### src/rtl/plc_ram.sv
// Generic simple dual-port RAM, one write and one registered read port.
// No dependencies.
`timescale 1ns / 1ps
module plc_ram #(
  parameter int WIDTH = 16,
  parameter int DEPTH = 16
) (
  input  logic                                  clk,
  input  logic                                  we,
  input  logic [((DEPTH > 1) ? $clog2(DEPTH) : 1)-1:0] waddr,
  input  logic [WIDTH-1:0]                      wdata,
  input  logic                                  re,
  input  logic [((DEPTH > 1) ? $clog2(DEPTH) : 1)-1:0] raddr,
  output logic [WIDTH-1:0]                      rdata
);
  logic [WIDTH-1:0] mem [DEPTH];

  always_ff @(posedge clk) begin
    if (we) begin
      mem[waddr] <= wdata;
    end
    if (re) begin
      rdata <= mem[raddr];
    end
  end
endmodule

### config.mk
export PLATFORM = sky130hd
export DESIGN_NAME = plc_ram
export DESIGN_NICKNAME = d
export VERILOG_FILES = /design/src/rtl/plc_ram.sv
export SDC_FILE = /design/constraint.sdc
export NUM_CORES = 1
export LEC_CHECK = 0
export ABC_AREA = 0
export CAP_MARGIN = 20
export CORE_MARGIN = 2
export CORE_UTILIZATION = 55
export CTS_CLUSTER_DIAMETER = 40
export CTS_CLUSTER_SIZE = 25
export DETAILED_ROUTE_END_ITERATION = 10
export DONT_BUFFER_PORTS = 1
export PLACE_DENSITY = 0.8
export SYNTH_ARGS = -nofsm -noshare
export SYNTH_HDL_FRONTEND = slang
export SYNTH_SLANG_ARGS = --single-unit
export TNS_END_PERCENT = 30
### constraint.sdc
create_clock -name clk -period 2.35 [get_ports clk]
set_clock_uncertainty 0.05 [all_clocks]
set_input_delay 0.1175 -clock clk [delete_from_list [all_inputs] [get_ports clk]]
set_output_delay 0.1175 -clock clk [all_outputs]
set_load 0.05 [all_outputs]
# Word level (Yosys, flattened, before mapping)
# Memory sizes are Yosys's and may differ from the RTL's. A register that Yosys moved wholly into a read port is not among the register bits.
# Index checks and enable logic that the tools add are counted.
dict set report totals {
  regBits 0
  ramBits 256
  inputBits 27
  out_inout_bits 16
  wordCells 3
  mem_count 1
}
# name words word_bits read_ports rd_clocked_by_memory_dff wr line_no
set mem_list {}
lappend mem_list {mem 16 16 1 1 1 16} ;# logic [WIDTH-1:0] mem [DEPTH];
dict set report classes {
  mux 2
}
# cell n
set ops {}
lappend ops {{1-bit 2-to-1 mux} 2}

# Longest topological paths before layout
dict set report depth {
  depth_word 2
  mapped_depth 5
  ltp_nobuf 3
}

# Worst setup path after synthesis
# OpenSTA, ideal clock, no wires.
dict set report synth_path {
  path_type {input to register}
  start {input port waddr[2] (netlist name)}
  end {memory mem[0][0], enable pin}
  setup_ns 0.409
  t_arrival_ns 1.763
  required_time_ns 1.891
  slack_ns 0.127
  cell_stages 2
  n_path_buf 0
  path_cell_list {or3b_2 nor3_1}
}
# item line_no
set synth_rtl {}
lappend synth_rtl {{start, declared} 10} ;# input logic [((DEPTH > 1) ? $clog2(DEPTH) : 1)-1:0] waddr,
lappend synth_rtl {{end, declared} 16}
# Straight into the memory's write port.

==> summary.txt <==
CTS
  – Root Driver: clkbuf_16
  – Clock Tree Buf Depth: 3
  – Clk slew on worst S/H paths: 0.06 ns
  – H-tree depth: 1
  – CTS Buf Count: 31
  – TritonCTS clock tree: built
  – Clk_lat worst skew: 0.55 ns
  – CTS sink cnt: 272

Run
  – MaxCap Viol Count: 0

Worst setup path
  – Reg-to-reg startpoint: mem[7][1]$_DFFE_PP_
  – WP data arrival: 2.21 ns
  – FF-to-FF setup slack: 0.38 ns
  – Crit path cell chain: mux4_2, dlygate4sd3_1, a22oi_1, nand2_1
  – CP required: 2.59 ns
  – Worst setup EP type: register
  – WP buf/inv: 1
  – Slowest stage cell, crit path: dlygate4sd3_1
  – Critical Path Max Stage Delay: 0.59 ns
  – R2R depth: 4
  – Worst reg2reg path endpoint: rdata[1]$_DFFE_PP_
  – Max Fanout on Critical Path: 1
  – Crit path kind: register to register
  – Startpoint Class: register
  – Critical path's top delay family: buffers and inverters

Place
  – GPL Wtd Cong: 0.779
  – IO Port Bufs: 0
  – DPL Wire Length: 10,700 µm
  – Placed instance area: 0.0106 mm²

Floorplanning
  – DIE HEIGHT: 140 µm
  – CORE AREA: 0.0181 mm²
  – Number of placed I/O pins: 43
  – Initial Util: 0.564
  – Die Width: 140 µm
  – Row count: 49
  – Die Area: 0.0197 mm²

Route
  – Final WL: 21,200 µm
  – DRC viols: 0
  – Drt pass-1 iters: 6
  – Routed WL per cell: 27.6 µm
  – DR vias: 4,856
  – DRT iter0 DRCs: 621
  – Antenna-violating nets left: 0
  – Vias per cell: 6.31

Timing
  – Period minus WS final: 1.97 ns
  – Max Fclk: 508 MHz
  – Worst-Margin Slew: 1.13 ns
  – Worst rel slew slack: 0.244
  – Final Setup Violations: 0
  – RSZ-0062 raised after global routing: no
  – Max-slew violations: 0
  – Total negative slack: 0 ns
  – Period utilization: 0.837
  – Final hold vios: 0

Logic synthesis
  – Post-synthesis sequential area ratio: 0.800
  – YS warnings: 0
  – Simple-Gate Fraction of Synth Area: 0.0189
  – Combinational family with the most area after synthesis: multiplexers
  – Gate Count Post-Synth: 432
  – Complex-gate fraction of the synthesized area: 0.0235
  – Synth Net Count: 459
  – Avg Cell Area, Syn: 23.6 µm²
  – XOR/XNOR Fraction of Synth Area: 0
  – Distinct cell type count after synthesis: 18
  – Synthesis-stage register bit count: 272
  – Post-synthesis mux area share: 0.145
  – Mapped cell area: 0.0102 mm²
  – Adder-Cell Fraction of Synth Area: 0

Layout
  – Post-route design area: 0.0122 mm²
  – Antenna diodes: 0
  – Layout cells sized above 1: 0.280
  – P&R area growth vs syn: 19.1%
  – Most frequent cells in the layout: edfxtp_1 (272), mux4_2 (54), dlygate4sd3_1 (45)
  – Nets@finish: 542
  – Commonest non-fill, non-tap cell in the layout: edfxtp_1

Global routing
  – First-pass GRT wire length: 31,500 µm
  – Gr usage total: 0.224
  – Vias in the first global route: 5,184
  – Antenna violations before repair: 0
  – Pin count of the biggest net entering global routing: 65
  – Grt ovf: 0

Worst hold path
  – Hold Crit Start: raddr[0]
  – Tightest Hold Check Type: input port to register
  – Hold Path Stages: 3
  – Worst Hold End: rdata[15]$_DFFE_PP_

Power
  – P_leak: 0.00395 µW
  – PD cells: 894 mW/mm²
  – Max IR drop VDD: 0.611 mV

Run status
  – Status: finished, final reports clean
## cells in the mapped netlist
cell type	number	share of area
nor2_1	13	0.0048
nor3_1	4	0.0020
and2_1	1	0.00061
nand3_1	1	0.00049
clkbuf_1	8	0.0029
or3b_2	1	0.00086
mux4_1	10	0.026
buf_2	3	0.0015
buf_1	3	0.0011
nand2_1	17	0.0063
nor2b_1	2	0.0012
buf_6	4	0.0044
nand3b_1	2	0.0015
edfxtp_1	272	0.80
buf_4	3	0.0022
nand2b_1	2	0.0012
a22oi_1	32	0.024
mux4_2	54	0.12
## metrics by stage
stage / power [µW] / setup WS, ns / util / cells / hold slack [ns]
finish: 10900 / 0.383 / 0.672 / 769 / 0.0226
global route: 11200 / 0.299 / 0.672 / 769 / 0.0209
CTS: 10900 / 0.404 / 0.672 / 769 / 0.00519
detailed placement: 5980 / 0.825 / 0.586 / 664 / 0.167
global placement: 5960 / 0.880 / 0.586 / 664 / 0.167
floorplan: 5940 / 0.127 / - / 432 / 0.166
## flip-flops by register name, indices dropped and copies added (netlist names)
register  flops
mem         256
rdata        16
## worst min-delay path, cell delays in order
cell     delay, ns
mux4_2        0.22
a22oi_1       0.10
nand2_1       0.07
## worst max path at each step
| stage | start | to | slack (ns) | cells after the start |
|---|---|---|---|---|
| global route | mem[14][9]$_DFFE_PP_ | rdata[9]$_DFFE_PP_ | 0.30 | 4 |
| CTS | mem[14][9]$_DFFE_PP_ | rdata[9]$_DFFE_PP_ | 0.40 | 4 |
| finish | mem[7][1]$_DFFE_PP_ | rdata[1]$_DFFE_PP_ | 0.38 | 4 |
| global placement | mem[9][9]$_DFFE_PP_ | rdata[9]$_DFFE_PP_ | 0.88 | 3 |
| detailed placement | mem[1][0]$_DFFE_PP_ | rdata[0]$_DFFE_PP_ | 0.82 | 3 |
| floorplan | waddr[2] | mem[0][0]$_DFFE_PP_ | 0.13 | 2 |
## power breakdown
| part | switching (µW) | internal, µW | total (µW) |
|---|---|---|---|
| combinational | 249 | 228 | 477 |
| sequential | 118 | 5470 | 5590 |
| clock | 2070 | 2740 | 4810 |
| total | 2430 | 8430 | 10900 |
## cell families after synthesis
group                  Yosys count
buffers and inverters           21
flip-flops                     272
AO/OA/AOI/OAI                   32
AND/OR/NAND/NOR                 43
multiplexers                    64
## area by class of cell
class | count | area, µm²
sequential | 272 | 8170
timing repair buffer | 71 | 686
clock inverter | 26 | 272
clock buffer | 32 | 779
multi-input combinational | 139 | 1960
tap | 229 | 287
fill | 1112 | 5930
## routing by layer
layer  vias up  routed length, µm  track usage
li1       2034                  -            -
met1      2523               8090        0.306
met2       258              10500        0.368
met3        41               1990       0.0482
met4         0                612       0.0702
met5         -                  0            0
## timing repair
item	in CTS	in global routing
setup buffers	0	0
gates resized for setup	0	0
hold endpoints to repair	352	0
hold buffers	47	0
No activity file was read; power rests on OpenSTA's default activity.
