<file path="config.mk">
export PLATFORM = sky130hd
export DESIGN_NAME = plc_div
export DESIGN_NICKNAME = d
export VERILOG_FILES = /design/src/rtl/plc_pkg.sv /design/src/rtl/plc_div.sv
export SDC_FILE = /design/constraint.sdc
export NUM_CORES = 2
export LEC_CHECK = 0
export BUFFER_PORTS_ARGS = -buffer_cell sky130_fd_sc_hd__buf_2
export CAP_MARGIN = 20
export CORE_MARGIN = 2
export CORE_UTILIZATION = 62
export DETAILED_ROUTE_END_ITERATION = 10
export PLACE_DENSITY = 0.88
export SYNTH_ARGS = -nofsm -noshare
export SYNTH_HDL_FRONTEND = slang
export SYNTH_SLANG_ARGS = --single-unit
</file>
<file path="constraint.sdc">
create_clock -name clk -period 4.3 [get_ports clk]
set_input_delay 0.43 -clock clk [delete_from_list [all_inputs] [get_ports clk]]
set_output_delay 0.43 -clock clk [all_outputs]
set_load 0.1 [all_outputs]
</file>
<file path="src/rtl/plc_pkg.sv">
// Package for the piecewise-linear calibrator: request and position codes,
// divider sideband type and fixed widths. No dependencies.
`timescale 1ns / 1ps
package plc_pkg;

  localparam int VAL_W = 16;  // breakpoint and reading width
  localparam int DIV_W = 32;  // dividend (product) width
  localparam int DEN_W = 16;  // divisor width, b - a of a rising pair

  typedef enum logic [1:0] {
    REQ_RAW  = 2'd0,
    REQ_NORM = 2'd1,
    REQ_CONV = 2'd2
  } req_t;

  typedef enum logic [1:0] {
    POS_WITHIN = 2'd0,
    POS_BELOW  = 2'd1,
    POS_ABOVE  = 2'd2
  } pos_t;

  // Travels beside the quotient through the divider.
  typedef struct packed {
    logic signed [VAL_W-1:0] c;    // offset added to the quotient
    logic [3:0]              seg;
    pos_t                    pos;
    logic                    neg;  // quotient sign
  } side_t;

endpackage

</file>
<file path="src/rtl/plc_div.sv">
// Pipelined restoring divider, one quotient bit per stage, with sideband.
// Depends on plc_pkg.
`timescale 1ns / 1ps
module plc_div (
  input  logic                         clk,
  input  logic                         rst_n,
  input  logic                         en,
  input  logic                         in_valid,
  input  logic [plc_pkg::DIV_W-1:0]    in_num,
  input  logic [plc_pkg::DEN_W-1:0]    in_den,
  input  plc_pkg::side_t               in_side,
  output logic                         out_valid,
  output logic [plc_pkg::DIV_W-1:0]    out_quo,
  output plc_pkg::side_t               out_side
);
  import plc_pkg::*;

  logic             v_r [DIV_W+1];
  logic [DIV_W-1:0] q_r [DIV_W+1];
  logic [DEN_W-1:0] r_r [DIV_W+1];
  logic [DEN_W-1:0] d_r [DIV_W+1];
  side_t            s_r [DIV_W+1];

  always_ff @(posedge clk) begin
    if (!rst_n) begin
      v_r[0] <= 1'b0;
    end else if (en) begin
      v_r[0] <= in_valid;
    end
    if (en) begin
      q_r[0] <= in_num;
      r_r[0] <= '0;
      d_r[0] <= in_den;
      s_r[0] <= in_side;
    end
  end

  for (genvar j = 0; j < DIV_W; j++) begin : g_stage
    logic [DEN_W:0]   trial;
    logic [DEN_W:0]   diff;
    logic             ge;
    logic [DEN_W-1:0] rem_nxt;

    always_comb begin
      trial   = {r_r[j], q_r[j][DIV_W-1]};
      diff    = trial - {1'b0, d_r[j]};
      ge      = (trial >= {1'b0, d_r[j]});
      rem_nxt = ge ? diff[DEN_W-1:0] : trial[DEN_W-1:0];
    end

    always_ff @(posedge clk) begin
      if (!rst_n) begin
        v_r[j+1] <= 1'b0;
      end else if (en) begin
        v_r[j+1] <= v_r[j];
      end
      if (en) begin
        q_r[j+1] <= {q_r[j][DIV_W-2:0], ge};
        r_r[j+1] <= rem_nxt;
        d_r[j+1] <= d_r[j];
        s_r[j+1] <= s_r[j];
      end
    end
  end

  assign out_valid = v_r[DIV_W];
  assign out_quo   = q_r[DIV_W];
  assign out_side  = s_r[DIV_W];
endmodule

</file>
Yosys cells after proc, flatten, opt, wreduce, memory -nomap -nowiden
Memories as Yosys holds them, arrays and structs flattened.
Index checks and enable logic that the tools add are counted.

word-level totals
  register bits after elaboration = 0
  word-level logic and storage cells = 172
  input bits = 75
  output and inout port bits = 56
  bits in writable memories = 2,904
  memories kept = 5

memories
  memory  words  width  read ports  clocked after Yosys merged registers in  wr ports  line           source
  q_r     33     32     33          0                                        33        plc_div.sv:19  logic [DIV_W-1:0] q_r [DIV_W+1];
  s_r     33     23     33          0                                        33        plc_div.sv:22  side_t s_r [DIV_W+1];
  d_r     33     16     32          0                                        33        plc_div.sv:21  logic [DEN_W-1:0] d_r [DIV_W+1];
  r_r     33     16     32          0                                        33        plc_div.sv:20  logic [DEN_W-1:0] r_r [DIV_W+1];
  v_r     33     1      33          0                                        33        plc_div.sv:18  logic v_r [DIV_W+1];

cells by class
  muxes and demuxes = 70
  $add $sub $neg = 32
  $lt $le $gt $ge = 32
  bitwise gates (word level) = 33

operators by type and width
  kind            number
  $ge 17x16->1    32
  $mux 16         32
  $sub 16x16->16  32
  $mux 1          38
  $or 1x1->1      33

Longest topological paths before layout
  word-level depth = 4
  depth in mapped cells = 12
  depth with buffers taken out = 10

Least setup slack after synthesis
Ideal clock, no wire load.

  path kind = reg-to-reg
  from = memory d_r[20][1], in the netlist d_r[0][321]
  to = memory r_r[21][7], in the netlist r_r[0][343] (data pin)
  cell stages (with the launch flop) = 11
  path buffers = 1
  path slack = 1.452 ns
  arrival = 2.588 ns
  required time = 4.040 ns
  period minus slack after synthesis = 2.848 ns
  setup time = 0.260 ns
  cells stage by stage = edfxtp_1 inv_1 ha_1 nor2b_4 o31a_1 o31a_1 o41ai_4 o21ai_4 a41oi_4 buf_12 mux2_4

RTL lines
  what             line
  start, declared  plc_div.sv:21
  end, declared    plc_div.sv:20

==> results.txt <==
The worst hold path passes through 2 cells. Entering global routing, the biggest net connects 129 pins. The initial detailed-routing violation count is 6057. Before CTS, the worst setup slack after placement is 0.918 ns. The first-pass iteration count of the detailed router was 6; the final-report hold violation count was 0. Number of fill cells in the layout: 12009. Dividing the detail-routed via count by the number of cells gives 5.84. Synthesis inferred 2856 register bits.

The synthesized design contains 2855 enable-type register cells. The maximum VDD drop is 0.000478 V, and the highest attainable clock frequency is 284 MHz. Post-CTS repair changed the size of 0 cells.

In this run the vertical extent of the chip is 442 um. The prevailing post-synth register cell was sky130_fd_sc_hd__edfxtp_1. Most common cell after layout, fill and taps aside: sky130_fd_sc_hd__edfxtp_1. The final layout contains 8503 nets.

The layout cell share with drive strength beyond 1 was 0.128; the global routing usage on met1 was 0.304. For the number of global-route vias before repair, the log shows 62584. The logs give 0.123 mm^2 for the post-place instance area and 4 for the largest buffer count on any clock path.

The aggregate global routing overflow was 0; the clock-pin slew on the worst setup and hold paths was 0.06 ns. Post-route core utilization: 0.700. The initial antenna violation count came out at 7. The level count of the clock H-tree was 5; the mean routed wirelength per cell was 20.5 um. Clock root buffer: sky130_fd_sc_hd__clkbuf_16. After synthesis the cells add up to 0.119 mm^2. Measured in cells, the most critical reg-to-reg path has a length of 8. After detailed routing, the number of remaining DRC violations is 0.

The tools report the summed negative setup slack over all endpoints as 0 ns. Compared with the post-synthesis result, the final layout area differs by 12.1%. For the area inside the core boundary, the log shows 0.190 mm^2.

By area the synthesized netlist is led by sky130_fd_sc_hd__edfxtp_1, sky130_fd_sc_hd__ha_1, sky130_fd_sc_hd__mux2_2. Power per cell area: 682 mW/mm^2. The worst setup path is launched from a flop. In this run the worst path has a maximum fanout of 20. The analysis attributes to cell leakage a power of 0.0504 uW. The first-pass GRT wire length was 343000 um.

The worst path setup slack after routing was 0.779 ns; the port buffer count was 130. The Yosys step of the flow raised 0 warnings. The met3 track utilization from global routing is 0.0399, and the slew at the pin closest to its max-slew limit is 1.03 ns. Setup repair after global routing left no endpoint under its margin.

The starting utilization of the core area is 0.624. The synthesized area per cell works out to 16.0 um^2. On the final layout, the worst hold slack is 0.194 ns. For the clock network latency to the later pin of the worst-skew pair, the log shows 0.95 ns. The share of the cycle needed by the critical path after routing is 0.819, and the count of mapped cells out of synthesis is 7443. The finished cells cover 0.133 mm^2. The time the worst path needs with I/O delays and setup works out to 3.52 ns. The number of clock buffers added by TritonCTS is 301. The type of the tightest min-delay check was in -> reg. The initialized floorplan defines 160 standard-cell rows.

Detailed placement finished with a half-perimeter wire length of 141000 um. Data on the critical path arrives at its endpoint at 4.19 ns. The run gives 0 as the total of max-cap violations. The logs give 0.722 for the part of the Yosys area used for sequential elements and 102 for the count of distinct cell types in the synthesized netlist. In this run the post-CTS setup repair buffer count came out at 0. The setup check on the worst reg-to-reg path leaves a slack of 0.78 ns. The classification of the worst setup path was reg -> reg.

The detail route stage leaves a number of antenna-violating nets equal to 0. Counting every sink on the clock net gives 2856. Share of flip-flops with an asynchronous set or reset: 0.

TritonCTS built the clock tree. The number of nets in the synthesized netlist was 8046. On the final layout, the worst clock skew is 0.0736 ns.

The most congested layer reported by global routing was met2. The flow ran to the end, and the final reports show no timing, DRC or antenna violations. Setup violations remaining at the end of the flow were counted as 0. The die covers 0.195 mm^2. The largest total area in the synthesized netlist belongs to sky130_fd_sc_hd__edfxtp_1. The width of the die came out at 442 um. The total detailed-routing wirelength was 218000 um; the headroom to the max-slew limit was 0.315.

Overall fraction of global-route tracks in use: 0.223. The fraction of synthesized cell area taken by the top area cell type is 0.722. The top cell types in the final layout, fill and taps aside, are sky130_fd_sc_hd__edfxtp_1, sky130_fd_sc_hd__inv_1, sky130_fd_sc_hd__ha_1. STA classifies the critical path endpoint as a flop. The routed layout has 62120 vias. The met2 routing resource usage after global routing is 0.363, and the final weighted congestion of routability-driven global placement is 0.935. The logs give 131 for the I/O pin count and 4.97 ns for the data required time of the worst path.

The final max-slew violation count was 0.
what timing repair did:
action                                 in CTS  in global routing
setup endpoints to repair                   0                  0
endpoints found under the hold margin      74                  0
hold buffers                               74                  0
worst paths after layout:
path                          from                     to
max          d_r[0][162]$_DFFE_PP_  r_r[0][178]$_DFFE_PP_
min                      in_num[0]    q_r[0][0]$_DFFE_PP_
max reg2reg  d_r[0][162]$_DFFE_PP_  r_r[0][178]$_DFFE_PP_
min reg2reg  q_r[0][546]$_DFFE_PP_  q_r[0][579]$_DFFE_PP_
stage by stage:
stage / cells / power (uW)
floorplan: 7443 / 58400
global placement: 10033 / 63900
detailed placement: 10033 / 64800
CTS: 10624 / 91000
global route: 10627 / 95200
finish: 10628 / 90700
sequential cells by signal, summed over array words and instances (netlist names):
register / flops
q_r: 1056
d_r: 512
r_r: 496
v_r: 33
s_r: 759
cell usage after synthesis (all sizes together) (30+ instances only):
| cell | count |
|---|---|
| ha | 498 |
| nor2b | 98 |
| mux2 | 324 |
| nand2b | 65 |
| nand3 | 111 |
| nand2 | 285 |
| o211ai | 71 |
| fa | 30 |
| nor3 | 65 |
| o31a | 58 |
| a21oi | 322 |
| a211oi | 48 |
| xor2 | 82 |
| edfxtp | 2855 |
| inv | 665 |
| clkbuf | 67 |
| o21a | 139 |
| a31oi | 35 |
| xnor2 | 162 |
| and3 | 62 |
| o21ai | 296 |
| mux2i | 91 |
| buf | 70 |
| nor2 | 336 |
| or3 | 44 |
| a21o | 125 |
| nand4 | 77 |
worst max-delay path, stage by stage (launching register included):
cell and delay, ns:
sky130_fd_sc_hd__edfxtp_1 0.41, sky130_fd_sc_hd__inv_1 0.12, sky130_fd_sc_hd__ha_1 0.49, sky130_fd_sc_hd__o21a_1 0.23, sky130_fd_sc_hd__o31a_1 0.25, sky130_fd_sc_hd__o21ai_0 0.19, sky130_fd_sc_hd__a21oi_1 0.27, sky130_fd_sc_hd__o32a_1 0.86
sky130_fd_sc_hd__mux2_2 0.45
power by group:
group	switching, uW	internal [uW]
logic	14600	12100
clock network	10200	15400
registers	2330	36100
final cells by class:
| cell class | instances | area (um^2) | share of cell area |
|---|---|---|---|
| Sequential cell | 2856 | 85800 | 0.644 |
| Multi-Input combinational cell | 3785 | 29600 | 0.223 |
| Clock buffer | 354 | 7860 | 0.0591 |
| Tap cell | 2511 | 3140 | 0.0236 |
| Inverter | 665 | 2500 | 0.0188 |
| Timing Repair Buffer | 291 | 2400 | 0.0180 |
| Clock inverter | 163 | 1800 | 0.0136 |
| Antenna cell | 3 | 7.51 | 0.0000564 |
cell families (layout without fill, tap and decap cells):
| logic type | after synthesis | in the layout | synth area share |
|---|---|---|---|
| flops | 2856 | 2856 | 0.722 |
| compound gates | 1330 | 1330 | 0.0789 |
| xor+xnor | 244 | 244 | 0.0180 |
| buf+inv | 802 | 1473 | 0.0285 |
| mux | 415 | 415 | 0.0409 |
| other cells | 0 | 3 | 0 |
| fa+ha+maj | 528 | 528 | 0.0575 |
| simple gates | 1268 | 1268 | 0.0542 |
per-layer routing:
layer | wire [um] | up-vias
met1 | 92800 | 30391
met3 | 13700 | 479
met2 | 105000 | 2081
met5 | 15 | -
li1 | - | 29167
met4 | 6810 | 2
Power figures use the tool's default switching activity.
